--- config.mk ---
export PLATFORM = sky130hd
export DESIGN_NAME = cpu16_execute_unit
export DESIGN_NICKNAME = d
export VERILOG_FILES = /design/src/rtl/cpu_exu_pkg.sv /design/src/rtl/cpu_exu_regfile.sv /design/src/rtl/cpu_exu_alu.sv /design/src/rtl/cpu16_execute_unit.sv
export SDC_FILE = /design/constraint.sdc
export NUM_CORES = 1
export LEC_CHECK = 0
export BUFFER_PORTS_ARGS = -buffer_cell sky130_fd_sc_hd__buf_2
export CAP_MARGIN = 20
export CELL_PAD_IN_SITES_DETAIL_PLACEMENT = 2
export CELL_PAD_IN_SITES_GLOBAL_PLACEMENT = 2
export CORE_MARGIN = 1
export CORE_UTILIZATION = 46
export CTS_BUF_LIST = sky130_fd_sc_hd__clkbuf_8
export CTS_CLUSTER_SIZE = 16
export DETAILED_ROUTE_END_ITERATION = 12
export PLACE_DENSITY = 0.81
export REMOVE_ABC_BUFFERS = 1
export SLEW_MARGIN = 10
export SYNTH_ARGS = -nofsm -noshare
export SYNTH_HDL_FRONTEND = slang
export SYNTH_HIERARCHICAL = 1
export SYNTH_SLANG_ARGS = --single-unit
--- constraint.sdc ---
create_clock -name clock -period 6.52 [get_ports clock]
set_clock_uncertainty 0.05 [all_clocks]
set_input_delay 0.652 -clock clock [delete_from_list [all_inputs] [get_ports clock]]
set_output_delay 0.652 -clock clock [all_outputs]
set_load 0.01 [all_outputs]
--- src/rtl/cpu_exu_pkg.sv ---
// shared types, constants and helpers of the cpu16 execute unit
`default_nettype none

package cpu_exu_pkg;

   localparam int NUM_REGS    = 32;
   localparam int DATA_WIDTH  = 16;
   localparam int OP_W        = 5;
   localparam int REG_FIELD_W = 5;
   localparam int IMM_W       = 16;
   localparam int REG_IDX_W   = (NUM_REGS > 1) ? $clog2(NUM_REGS) : 1;

   localparam logic [DATA_WIDTH-1:0] TOP_BIT = {1'b1, {(DATA_WIDTH-1){1'b0}}};
   localparam logic [DATA_WIDTH-1:0] LOW_BIT = {{(DATA_WIDTH-1){1'b0}}, 1'b1};

   typedef enum logic [OP_W-1:0] {
      OP_NOP   = 5'd0,
      OP_SLEEP = 5'd1,
      OP_LOADI = 5'd2,
      OP_STORE = 5'd3,
      OP_MOVE  = 5'd4,
      OP_JUMP  = 5'd5,
      OP_JUMPC = 5'd6,
      OP_JUMPZ = 5'd7,
      OP_AND   = 5'd8,
      OP_OR    = 5'd9,
      OP_XOR   = 5'd10,
      OP_NOT   = 5'd11,
      OP_ADD   = 5'd12,
      OP_ADDC  = 5'd13,
      OP_SUB   = 5'd14,
      OP_SUBC  = 5'd15,
      OP_COMP  = 5'd16,
      OP_INC   = 5'd17,
      OP_DEC   = 5'd18,
      OP_SHL   = 5'd19,
      OP_SHR   = 5'd20,
      OP_SHLC  = 5'd21,
      OP_SHRC  = 5'd22
   } op_type;

   typedef enum logic [1:0] {
      STATUS_OK      = 2'd0,
      STATUS_HALT    = 2'd1,
      STATUS_INVALID = 2'd2
   } status_type;

   typedef struct packed {
      logic                  wr_en;
      logic [DATA_WIDTH-1:0] wr_data;
      logic                  flags_en;
      logic                  carry;
      logic                  zero;
      status_type            status;
      logic                  jump;
      logic                  store;
   } alu_out_type;

   function automatic logic reg_in_range(input logic [REG_FIELD_W-1:0] idx);
      return int'(idx) < NUM_REGS;
   endfunction

endpackage

`default_nettype wire

--- src/rtl/cpu_exu_regfile.sv ---
// register file: two registered read ports, one write port, valid bits, write forwarding
`default_nettype none

module cpu_exu_regfile
   import cpu_exu_pkg::*;
(
   input  wire logic                   clock,
   input  wire logic                   reset,
   input  wire logic                   rd_en,
   input  wire logic [REG_FIELD_W-1:0] rd_addr_a,
   input  wire logic [REG_FIELD_W-1:0] rd_addr_b,
   input  wire logic                   wr_en,
   input  wire logic [REG_FIELD_W-1:0] wr_addr,
   input  wire logic [DATA_WIDTH-1:0]  wr_data,
   output logic      [DATA_WIDTH-1:0]  rd_data_a,
   output logic      [DATA_WIDTH-1:0]  rd_data_b
);

   logic [DATA_WIDTH-1:0]  mem_ff [NUM_REGS];
   logic [NUM_REGS-1:0]    valid_ff;
   logic [DATA_WIDTH-1:0]  rd_raw_a_ff;
   logic [DATA_WIDTH-1:0]  rd_raw_b_ff;
   logic                   rd_ok_a_ff;
   logic                   rd_ok_b_ff;
   logic [REG_FIELD_W-1:0] rd_addr_a_ff;
   logic [REG_FIELD_W-1:0] rd_addr_b_ff;
   logic                   fwd_vld_ff;
   logic [REG_FIELD_W-1:0] fwd_addr_ff;
   logic [DATA_WIDTH-1:0]  fwd_data_ff;
   logic                   wr_ok;

   assign wr_ok = wr_en && reg_in_range(wr_addr);

   always_ff @(posedge clock) begin
      if (wr_ok) begin
         mem_ff[wr_addr[REG_IDX_W-1:0]] <= wr_data;
      end
      if (rd_en) begin
         rd_raw_a_ff  <= mem_ff[rd_addr_a[REG_IDX_W-1:0]];
         rd_raw_b_ff  <= mem_ff[rd_addr_b[REG_IDX_W-1:0]];
         rd_ok_a_ff   <= reg_in_range(rd_addr_a) && valid_ff[rd_addr_a[REG_IDX_W-1:0]];
         rd_ok_b_ff   <= reg_in_range(rd_addr_b) && valid_ff[rd_addr_b[REG_IDX_W-1:0]];
         rd_addr_a_ff <= rd_addr_a;
         rd_addr_b_ff <= rd_addr_b;
      end
      if (wr_ok) begin
         fwd_addr_ff <= wr_addr;
         fwd_data_ff <= wr_data;
      end
   end

   // entries never written read as zero
   always_ff @(posedge clock) begin
      if (reset) begin
         valid_ff   <= '0;
         fwd_vld_ff <= 1'b0;
      end else if (wr_ok) begin
         valid_ff[wr_addr[REG_IDX_W-1:0]] <= 1'b1;
         fwd_vld_ff                       <= 1'b1;
      end
   end

   // the latest write always wins over the registered array data
   always_comb begin
      if (fwd_vld_ff && (fwd_addr_ff == rd_addr_a_ff)) begin
         rd_data_a = fwd_data_ff;
      end else begin
         rd_data_a = rd_ok_a_ff ? rd_raw_a_ff : '0;
      end
      if (fwd_vld_ff && (fwd_addr_ff == rd_addr_b_ff)) begin
         rd_data_b = fwd_data_ff;
      end else begin
         rd_data_b = rd_ok_b_ff ? rd_raw_b_ff : '0;
      end
   end

endmodule

`default_nettype wire

--- src/rtl/cpu_exu_alu.sv ---
// alu and flag logic for one instruction
`default_nettype none

module cpu_exu_alu
   import cpu_exu_pkg::*;
(
   input  wire logic [OP_W-1:0]       op,
   input  wire logic [DATA_WIDTH-1:0] a,
   input  wire logic [DATA_WIDTH-1:0] b,
   input  wire logic [IMM_W-1:0]      imm,
   input  wire logic                  carry_in,
   input  wire logic                  zero_in,
   output alu_out_type                res
);

   logic                  sub_sel;
   logic [DATA_WIDTH-1:0] addend;
   logic                  cin;
   logic [DATA_WIDTH:0]   sum;
   logic                  arith;

   // shared adder: carry is bit 16, borrow for subtraction
   always_comb begin
      sub_sel = 1'b0;
      addend  = b;
      cin     = 1'b0;
      arith   = 1'b0;
      unique case (op_type'(op))
         OP_ADD:  begin arith = 1'b1; end
         OP_ADDC: begin arith = 1'b1; cin = carry_in; end
         OP_SUB:  begin arith = 1'b1; sub_sel = 1'b1; end
         OP_SUBC: begin arith = 1'b1; sub_sel = 1'b1; cin = carry_in; end
         OP_COMP: begin arith = 1'b1; sub_sel = 1'b1; end
         OP_INC:  begin arith = 1'b1; addend = LOW_BIT; end
         OP_DEC:  begin arith = 1'b1; sub_sel = 1'b1; addend = LOW_BIT; end
         default: begin arith = 1'b0; end
      endcase
      if (sub_sel) begin
         sum = {1'b0, a} - {1'b0, addend} - {{DATA_WIDTH{1'b0}}, cin};
      end else begin
         sum = {1'b0, a} + {1'b0, addend} + {{DATA_WIDTH{1'b0}}, cin};
      end
   end

   always_comb begin
      res          = '0;
      res.status   = STATUS_OK;
      res.carry    = carry_in;
      res.zero     = zero_in;
      unique case (op_type'(op))
         OP_NOP:   begin end
         OP_SLEEP: res.status = STATUS_HALT;
         OP_LOADI: begin res.wr_en = 1'b1; res.wr_data = imm; end
         OP_STORE: res.store = 1'b1;
         OP_MOVE:  begin res.wr_en = 1'b1; res.wr_data = b; end
         OP_JUMP:  res.jump = 1'b1;
         OP_JUMPC: res.jump = carry_in;
         OP_JUMPZ: res.jump = zero_in;
         OP_AND, OP_OR, OP_XOR, OP_NOT: begin
            res.wr_en    = 1'b1;
            res.flags_en = 1'b1;
            res.carry    = 1'b0;
            unique case (op_type'(op))
               OP_AND:  res.wr_data = a & b;
               OP_OR:   res.wr_data = a | b;
               OP_XOR:  res.wr_data = a ^ b;
               default: res.wr_data = ~a;
            endcase
            res.zero = (res.wr_data == '0);
         end
         OP_ADD, OP_ADDC, OP_SUB, OP_SUBC, OP_COMP, OP_INC, OP_DEC: begin
            res.wr_en    = arith && (op_type'(op) != OP_COMP);
            res.wr_data  = sum[DATA_WIDTH-1:0];
            res.flags_en = 1'b1;
            res.carry    = sum[DATA_WIDTH];
            res.zero     = (sum[DATA_WIDTH-1:0] == '0);
         end
         OP_SHL, OP_SHLC: begin
            res.wr_en    = 1'b1;
            res.wr_data  = {a[DATA_WIDTH-2:0], (op_type'(op) == OP_SHLC) && carry_in};
            res.flags_en = 1'b1;
            res.carry    = a[DATA_WIDTH-1];
            res.zero     = (res.wr_data == '0);
         end
         OP_SHR, OP_SHRC: begin
            res.wr_en    = 1'b1;
            res.wr_data  = {(op_type'(op) == OP_SHRC) && carry_in, a[DATA_WIDTH-1:1]};
            res.flags_en = 1'b1;
            res.carry    = a[0];
            res.zero     = (res.wr_data == '0);
         end
         default:  res.status = STATUS_INVALID;
      endcase
   end

endmodule

`default_nettype wire

--- src/rtl/cpu16_execute_unit.sv ---
// top level of the cpu16 execute unit: input stage, alu, flags and result register
`default_nettype none

// channel  | dir | tdata (lowest bit up)                                  | tuser
// ---------+-----+--------------------------------------------------------+-----------
// req      | in  | reg_a[4:0] reg_b[9:5] immediate[25:10], zero [31:26]   | req_type
// rsp      | out | reg_value carry_out zero_out jump_taken jump_target    | status
//          |     | store_valid store_addr store_data, zero [71:68]        |
//
// one instruction per clock unless rsp stalls: a transfer on req starts the register
// file read, the next cycle the alu runs on the read data, and the result lands in the
// rsp register when the execute stage moves on; rsp_tvalid rises once the instruction
// has passed the execute stage register and the result register
// reset clears the flags, the register file valid bits and both pipeline valids
// a stalled rsp holds the execute stage; req_tready drops only while both are full
// and rsp_tready is low

module cpu16_execute_unit
   import cpu_exu_pkg::*;
(
   input  wire logic        clock,
   input  wire logic        reset,
   input  wire logic        req_tvalid,
   output logic             req_tready,
   input  wire logic [31:0] req_tdata,   // reg_a, reg_b, immediate
   input  wire logic [4:0]  req_tuser,   // req_type
   output logic             rsp_tvalid,
   input  wire logic        rsp_tready,
   output logic      [71:0] rsp_tdata,   // reg_value, carry_out, zero_out, jump_taken,
                                         // jump_target, store_valid, store_addr, store_data
   output logic      [1:0]  rsp_tuser    // status
);

   // execute stage
   logic                   ex_vld_ff;
   logic [OP_W-1:0]        ex_op_ff;
   logic [REG_FIELD_W-1:0] ex_ia_ff;
   logic [IMM_W-1:0]       ex_imm_ff;

   // architectural flags
   logic carry_ff;
   logic zero_ff;

   // result register
   logic        rsp_vld_ff;
   logic [71:0] rsp_data_ff;
   logic [1:0]  rsp_user_ff;
   logic [71:0] rsp_data_in;

   logic                  req_xfer;
   logic                  ex_adv;
   logic [DATA_WIDTH-1:0] op_a;
   logic [DATA_WIDTH-1:0] op_b;
   alu_out_type           alu_res;
   logic                  rf_wr_en;
   logic [DATA_WIDTH-1:0] reg_value;

   // execute stage moves on when the result register is free or being drained
   assign ex_adv     = ex_vld_ff && (!rsp_vld_ff || rsp_tready);
   assign req_tready = !ex_vld_ff || ex_adv;
   assign req_xfer   = req_tvalid && req_tready;

   cpu_exu_regfile u_regfile (
      .clock     (clock),
      .reset     (reset),
      .rd_en     (req_xfer),
      .rd_addr_a (req_tdata[4:0]),
      .rd_addr_b (req_tdata[9:5]),
      .wr_en     (rf_wr_en),
      .wr_addr   (ex_ia_ff),
      .wr_data   (alu_res.wr_data),
      .rd_data_a (op_a),
      .rd_data_b (op_b)
   );

   cpu_exu_alu u_alu (
      .op       (ex_op_ff),
      .a        (op_a),
      .b        (op_b),
      .imm      (ex_imm_ff),
      .carry_in (carry_ff),
      .zero_in  (zero_ff),
      .res      (alu_res)
   );

   // register write and flag update happen when the instruction retires
   assign rf_wr_en = ex_adv && alu_res.wr_en;

   // an out-of-range destination reads back as zero, which op_a already is
   assign reg_value = (alu_res.wr_en && reg_in_range(ex_ia_ff)) ? alu_res.wr_data : op_a;

   always_comb begin
      rsp_data_in          = '0;
      rsp_data_in[15:0]    = reg_value;
      rsp_data_in[16]      = alu_res.flags_en ? alu_res.carry : carry_ff;
      rsp_data_in[17]      = alu_res.flags_en ? alu_res.zero : zero_ff;
      rsp_data_in[18]      = alu_res.jump;
      rsp_data_in[34:19]   = alu_res.jump ? op_a : '0;
      rsp_data_in[35]      = alu_res.store;
      rsp_data_in[51:36]   = alu_res.store ? op_b : '0;
      rsp_data_in[67:52]   = alu_res.store ? op_a : '0;
   end

   // control state
   always_ff @(posedge clock) begin
      if (reset) begin
         ex_vld_ff  <= 1'b0;
         rsp_vld_ff <= 1'b0;
         carry_ff   <= 1'b0;
         zero_ff    <= 1'b0;
      end else begin
         if (req_xfer) begin
            ex_vld_ff <= 1'b1;
         end else if (ex_adv) begin
            ex_vld_ff <= 1'b0;
         end
         if (ex_adv) begin
            rsp_vld_ff <= 1'b1;
         end else if (rsp_tready) begin
            rsp_vld_ff <= 1'b0;
         end
         if (ex_adv && alu_res.flags_en) begin
            carry_ff <= alu_res.carry;
            zero_ff  <= alu_res.zero;
         end
      end
   end

   // payload
   always_ff @(posedge clock) begin
      if (req_xfer) begin
         ex_op_ff  <= req_tuser;
         ex_ia_ff  <= req_tdata[4:0];
         ex_imm_ff <= req_tdata[25:10];
      end
      if (ex_adv) begin
         rsp_data_ff <= rsp_data_in;
         rsp_user_ff <= alu_res.status;
      end
   end

   assign rsp_tvalid = rsp_vld_ff;
   assign rsp_tdata  = rsp_data_ff;
   assign rsp_tuser  = rsp_user_ff;

endmodule

`default_nettype wire

Word level (Yosys, flattened, before mapping)
Memory sizes are Yosys's and may differ from the RTL's. A register that Yosys moved wholly into a read port is not among the register bits.
Cells that the tools add are included.
{"block": "word_totals", "register_bits": 161, "ram_bits": 512, "input_bits": 41, "out_inout_bits": 76, "elab_cells": 117, "mem_count": 1}
{"block": "op_classes", "n_addsub": 4, "magnitude_cmp": 4, "eq_ne": 25, "mux": 31, "n_bitwise": 5, "reduce_logical": 29}
{"name": "u_regfile.mem_ff", "depth": 32, "width": 16, "rd": 2, "rd_clocked_by_memory_dff": 2, "write_ports": 1, "line": "cpu_exu_regfile.sv:19", "rtl": "logic [DATA_WIDTH-1:0] mem_ff [NUM_REGS];"}
{"operator": "16-bit two-way mux", "count": 7}
{"operator": "17-bit case mux with 6 select lines", "count": 1}
{"operator": "16-bit logical NOT", "count": 4}
{"operator": "16-bit case mux with 3 select lines", "count": 1}
{"operator": "5-bit by 4-bit == test with 1-bit output (second input constant)", "count": 8}
{"operator": "5-bit == test (second input constant)", "count": 7}
{"operator": "32-bit OR", "count": 1}
{"operator": "22-bit OR reduction", "count": 1}
{"operator": "5-bit by 3-bit == test with 1-bit output (second input constant)", "count": 4}
{"operator": "5-bit by 6-bit < comparator with 1-bit output (second input constant)", "count": 3}
{"operator": "16-bit by 16-bit adder with 17-bit output", "count": 1}
{"operator": "17-bit by 1-bit adder with 17-bit output", "count": 1}
{"operator": "17-bit two-way mux", "count": 1}
{"operator": "16-bit by 16-bit subtractor with 17-bit output", "count": 1}
{"operator": "17-bit by 1-bit subtractor with 17-bit output", "count": 1}
{"operator": "16-bit AND", "count": 1}
{"operator": "16-bit inverter", "count": 1}
{"operator": "16-bit OR", "count": 1}
{"operator": "16-bit bitwise XOR", "count": 1}
{"operator": "1-bit two-way mux", "count": 15}
{"operator": "3-bit case mux with 4 select lines", "count": 1}
{"operator": "1-bit binary-select mux with 5-bit select", "count": 2}
{"operator": "5-bit by 2-bit == test with 1-bit output (second input constant)", "count": 2}
{"operator": "5-bit == test", "count": 2}
{"operator": "other kinds (14)", "count": 30}

Longest topological paths before layout
{"block": "logic_depth", "ltp_word": 11, "mapped_depth": 24, "depth_no_buf": 22}

By module
The synthesis kept the hierarchy.
{"mod": "cpu_exu_regfile", "n_inst": 1, "cells_per_inst": 2057, "area_per_inst_um2": 28717.5}
{"mod": "cpu_exu_alu", "n_inst": 1, "cells_per_inst": 577, "area_per_inst_um2": 4080.2}
{"mod": "cpu16_execute_unit", "n_inst": 1, "cells_per_inst": 194, "area_per_inst_um2": 3692.3}

Worst setup path after synthesis
OpenSTA, ideal clock, no wires.
{"block": "synth_timing", "kind": "register to register", "startpoint": "register u_regfile.fwd_addr_ff[1]", "endpoint": "register rsp_data_ff[11], in the netlist rsp_tdata[11] (data pin)", "setup_ns": 0.141, "arrival_ns": 5.241, "t_required_ns": 6.329, "path_slack_ns": 1.087, "stages_incl_launch_ff": 20, "n_path_buf": 2, "synth_period_minus_slack_ns": 5.433, "path_cell_list": "edfxtp_1 xor2_1 nor4_1 and3_1 buf_2 buf_4 nand2_1 o21ai_1 inv_1 ha_1 inv_1 ha_1 nor4b_4 a211oi_2 a21o_1 o311a_4 o21ai_0 o21ai_0 o21ai_0 mux2_4"}
{"element": "from (decl)", "line": "cpu_exu_regfile.sv:28", "rtl": "logic [REG_FIELD_W-1:0] fwd_addr_ff;"}
{"element": "from (signal assigned)", "line": "cpu_exu_regfile.sv:47", "rtl": "fwd_addr_ff <= wr_addr;"}
{"element": "to (signal assigned)", "line": "cpu16_execute_unit.sv:137", "rtl": "rsp_data_ff <= rsp_data_in;"}
{"element": "to (decl)", "line": "cpu16_execute_unit.sv:46", "rtl": "logic [71:0] rsp_data_ff;"}

==> flow_summary.yaml <==
worst_setup_path:
  max_stage_delay_ps: 770
  path_cells: "xor2_1 > nor4_1 > and3_1 > buf_4 > nand2_1 > o21ai_1 > and2_1 > ha_1 > inv_1 > ha_1 > a21oi_1 > o2bb2ai_1 > a21o_1 > o311a_4 > nor3_4 > o21ai_1 > nand4_1 > o21ai_1 > a21o_1 > buf_4 > mux2_2"
  crit_arrival_ps: 6670
  startpoint_type: "register"
  reg2regPathDepth: 21
  reg2reg_to: "rsp_tdata[15]$_DFFE_PP_"
  path_common_cell: "o21ai_1"
  worst_path_max_delay_cell: "and3_1"
  crit_type: "reg -> reg"
  r2r_start: "u_regfile/fwd_addr_ff[4]$_DFFE_PP_"
  required_ps: 6970
  cp_max_fo: 34
  rrSetupSlack_ps: 300
  endpoint_kind: "register"
clock_tree:
  cts_setup_buffers: 0
  insertion_delay_ps: 780
  cts-root-buf: "clkbuf_8"
  clk_pin_slew_ps: 70
  ctsLongestPathBuffers: 3
  cts.htree.levels: 3
  cts_tree: "built"
  cts.sinks: 710
  cts_made_buffers: 120
synthesis:
  avgSynthCellArea_um2: 12.9
  async_flop_share: 0
  synth-seq-area-share: 0.574
  synth-seq-cells: 710
  ys_top_cells_by_area: "edfxtp_1, mux2i_1, a22oi_1, ha_1, dfxtp_1"
  synth_compound_gate_area_share: 0.100
  synth_top_area_share: 0.554
  synthCells: 2828
  netlist_area_mm2: 0.0365
  synth_area_leader_cell: "edfxtp_1"
  synthMuxAreaShare: 0.161
  ys.flop_type: "edfxtp_1"
  yosys.area_share.xor_xnor: 0.00720
  yosys.area_share.adder: 0.0286
  synthSimpleGateAreaFrac: 0.0854
  synth_edf_count: 673
  synth_top_family_by_area: "multiplexers"
  yosys_warnings: 6
  synth_cell_types: 89
placement:
  io_buffer_count: 106
  dp_hpwl_mm: 83.1
  place_area_mm2: 0.0381
  dp_cells: 3886
  place_ws_ps: 544
  globalplace.congestion: 0.941
route:
  postRouteAntennaNets: 0
  wl_per_cell_um: 32.5
  drcViolationCount: 0
  vias: 26500
  drtIter0Drc: 1818
  avgViaCountPerCell: 6.41
  wirelength_mm: 134
  dr.pass1.iters: 6
sta:
  finalHoldViolations: 0
  worstMarginPinSlew_ps: 1200
  tns_ps: 0
  finalCritPeriodShare: 0.954
  whs_ps: 161
  slew_violations: 0
  worst_slack_ps: 301
  final.min_clock_period_ps: 6220
  setup_violations: 0
  max_freq_ghz: 0.161
  relSlewSlack: 0.197
  grt_setup_unrepaired: "false"
floorplan:
  start_util: 0.468
  fp.dieW_um: 284
  num_rows: 102
  die_area_mm2: 0.0805
  io_pins: 117
  die_y_um: 284
  core_mm2: 0.0780
power_and_ir_drop:
  p_total_mw: 10.4
  p_switching_mw: 3.03
  clkPwrFrac: 0.354
  power.share.sequential: 0.499
  power_density_mw_per_mm2: 258
  pwr-share-comb: 0.147
  power.internal_mw: 7.42
  p_leak_nw: 15.6
  p_sw_frac: 0.290
  vdd_drop_max_mv: 0.172
global_routing:
  grt_pass1_wl_mm: 196
  grt_pass1_vias: 29500
  grt_usage: 0.327
  antenna_found_initial: 3
  grt_max_degree: 99
  grt-ovfl-total: 0
worst_hold_path:
  hold_path_end: "u_regfile/rd_addr_b_ff[0]$_DFFE_PP_"
  min_from: "req_tdata[5]"
  min_path_type: "in -> reg"
  min_path_cells: 1
final_layout:
  final_nets: 3111
  drive_gt1_frac: 0.145
  final_area_mm2: 0.0405
  post-route-util: 0.519
  final_cells: 4130
  area_growth_pct: 11.0
outcome:
  status: "completed"
job:
  cap_violations: 0
[power by group through the flow]
stage | Clock [mW] | Combinational [mW] | Sequential (mW)
2_1_floorplan | 0 | 0.804 | 5.31
3_3_place_gp | 0 | 1.40 | 5.30
3_5_place_dp | 0 | 1.48 | 5.30
4_1_cts | 3.74 | 1.51 | 5.21
5_1_grt | 3.94 | 1.62 | 5.21
6_report | 3.70 | 1.54 | 5.21
[flip-flops by register name (all words and copies together), names as in the netlist]
name,flops
rsp_tvalid,1
u_regfile/fwd_addr_ff,5
u_regfile/rd_raw_b_ff,16
ex_ia_ff,5
u_regfile/valid_ff,32
rsp_tdata,68
ex_imm_ff,16
ex_vld_ff,1
u_regfile/fwd_data_ff,16
rsp_tuser,2
u_regfile/fwd_vld_ff,1
carry_ff,1
u_regfile/rd_addr_b_ff,5
u_regfile/rd_raw_a_ff,16
u_regfile/rd_ok_b_ff,1
u_regfile/rd_ok_a_ff,1
u_regfile/rd_addr_a_ff,5
ex_op_ff,5
zero_ff,1
u_regfile/mem_ff,512
[placed cells by master, fill, tap and decap left out, types with 14 or more instances in the layout]
cell type and n:
edfxtp_1 673, ha_1 77, a22oi_1 138, a31oi_1 39
clkbuf_8 123, nor2_1 100, a22o_1 70, xnor2_1 16
nand3_1 78, buf_4 100, o21ai_1 36, mux2i_1 558
dfxtp_1 37, nor3_1 52, and2_1 65, a21oi_1 107
clkinv_1 31, nor2_2 29, inv_1 128, nand4_1 40
buf_2 104, nand2_1 180, xor2_1 14, a222oi_1 14
dlygate4sd3_1 21, o21ai_0 27, nand2b_1 15
[repair_timing]
item	4_1_cts	5_1_grt
gates resized for setup	0	0
endpoints found under the setup margin	0	0
endpoints found under the hold margin	21	0
hold buffers	21	0
[cell usage after synthesis, types with 35 or more instances]
library cell  instances
nand4_1              40
a22oi_1             138
o21ai_1              36
dfxtp_1              37
ha_1                 77
buf_2                57
and2_1               69
buf_4                35
mux2i_1             558
inv_1                73
nor2_1              134
nor3_1               53
nand2_1             180
clkbuf_1             58
nand3_1              78
a22o_1               70
a31oi_1              39
a21oi_1             108
edfxtp_1            673
[worst max-delay path, delay by kind of cell (launching register included)]
kind                     cells  cell delay (ps)
AO/OA/AOI/OAI                8             1730
multiplexers                 1              320
XOR/XNOR                     1              210
flip-flops                   1              490
adder cells (fa/ha/maj)      2              600
buffers and inverters        3              710
AND/OR/NAND/NOR              6             1790
[cell families after synthesis]
family                   after synthesis
XOR/XNOR                              30
other                                  1
multiplexers                         581
AND/OR/NAND/NOR                      635
AO/OA/AOI/OAI                        520
flip-flops                           710
buffers and inverters                270
adder cells (fa/ha/maj)               81
[how the worst max path moves through the flow]
stage | start | endpoint | slack (ps) | depth (start not counted)
after floorplan | ex_op_ff[1]$_DFFE_PP_ | rsp_tdata[11]$_DFFE_PP_ | 430 | 14
after global placement | u_regfile/fwd_addr_ff[2]$_DFFE_PP_ | rsp_tdata[16]$_DFFE_PP_ | 860 | 20
after detailed placement | u_regfile/fwd_addr_ff[2]$_DFFE_PP_ | rsp_tdata[15]$_DFFE_PP_ | 540 | 21
after CTS | u_regfile/fwd_addr_ff[4]$_DFFE_PP_ | rsp_tdata[15]$_DFFE_PP_ | 520 | 21
after global routing | u_regfile/fwd_addr_ff[4]$_DFFE_PP_ | rsp_tdata[16]$_DFFE_PP_ | 100 | 20
final | u_regfile/fwd_addr_ff[4]$_DFFE_PP_ | rsp_tdata[15]$_DFFE_PP_ | 300 | 21
[metal layers]
layer	vias up	track usage	share of wire	wire, µm
met2	1141	0.586	0.51	68800
met4	2	0.168	0.051	6890
met1	13700	0.379	0.38	50800
met3	418	0.0490	0.056	7490
li1	11200	-	-	-
met5	-	0	0.000082	11
[final cells by class]
cell class / instances / area, µm²
fillers: 7349 / 37500
inverters: 73 / 274
well taps: 1040 / 1300
multi-input cells: 1851 / 14200
flip-flops and latches: 710 / 21000
clock buffers: 123 / 1690
repair buffers: 233 / 1630
clock inverters: 98 / 438
diodes: 2 / 5.00
No activity file was read; power rests on OpenSTA's default activity.
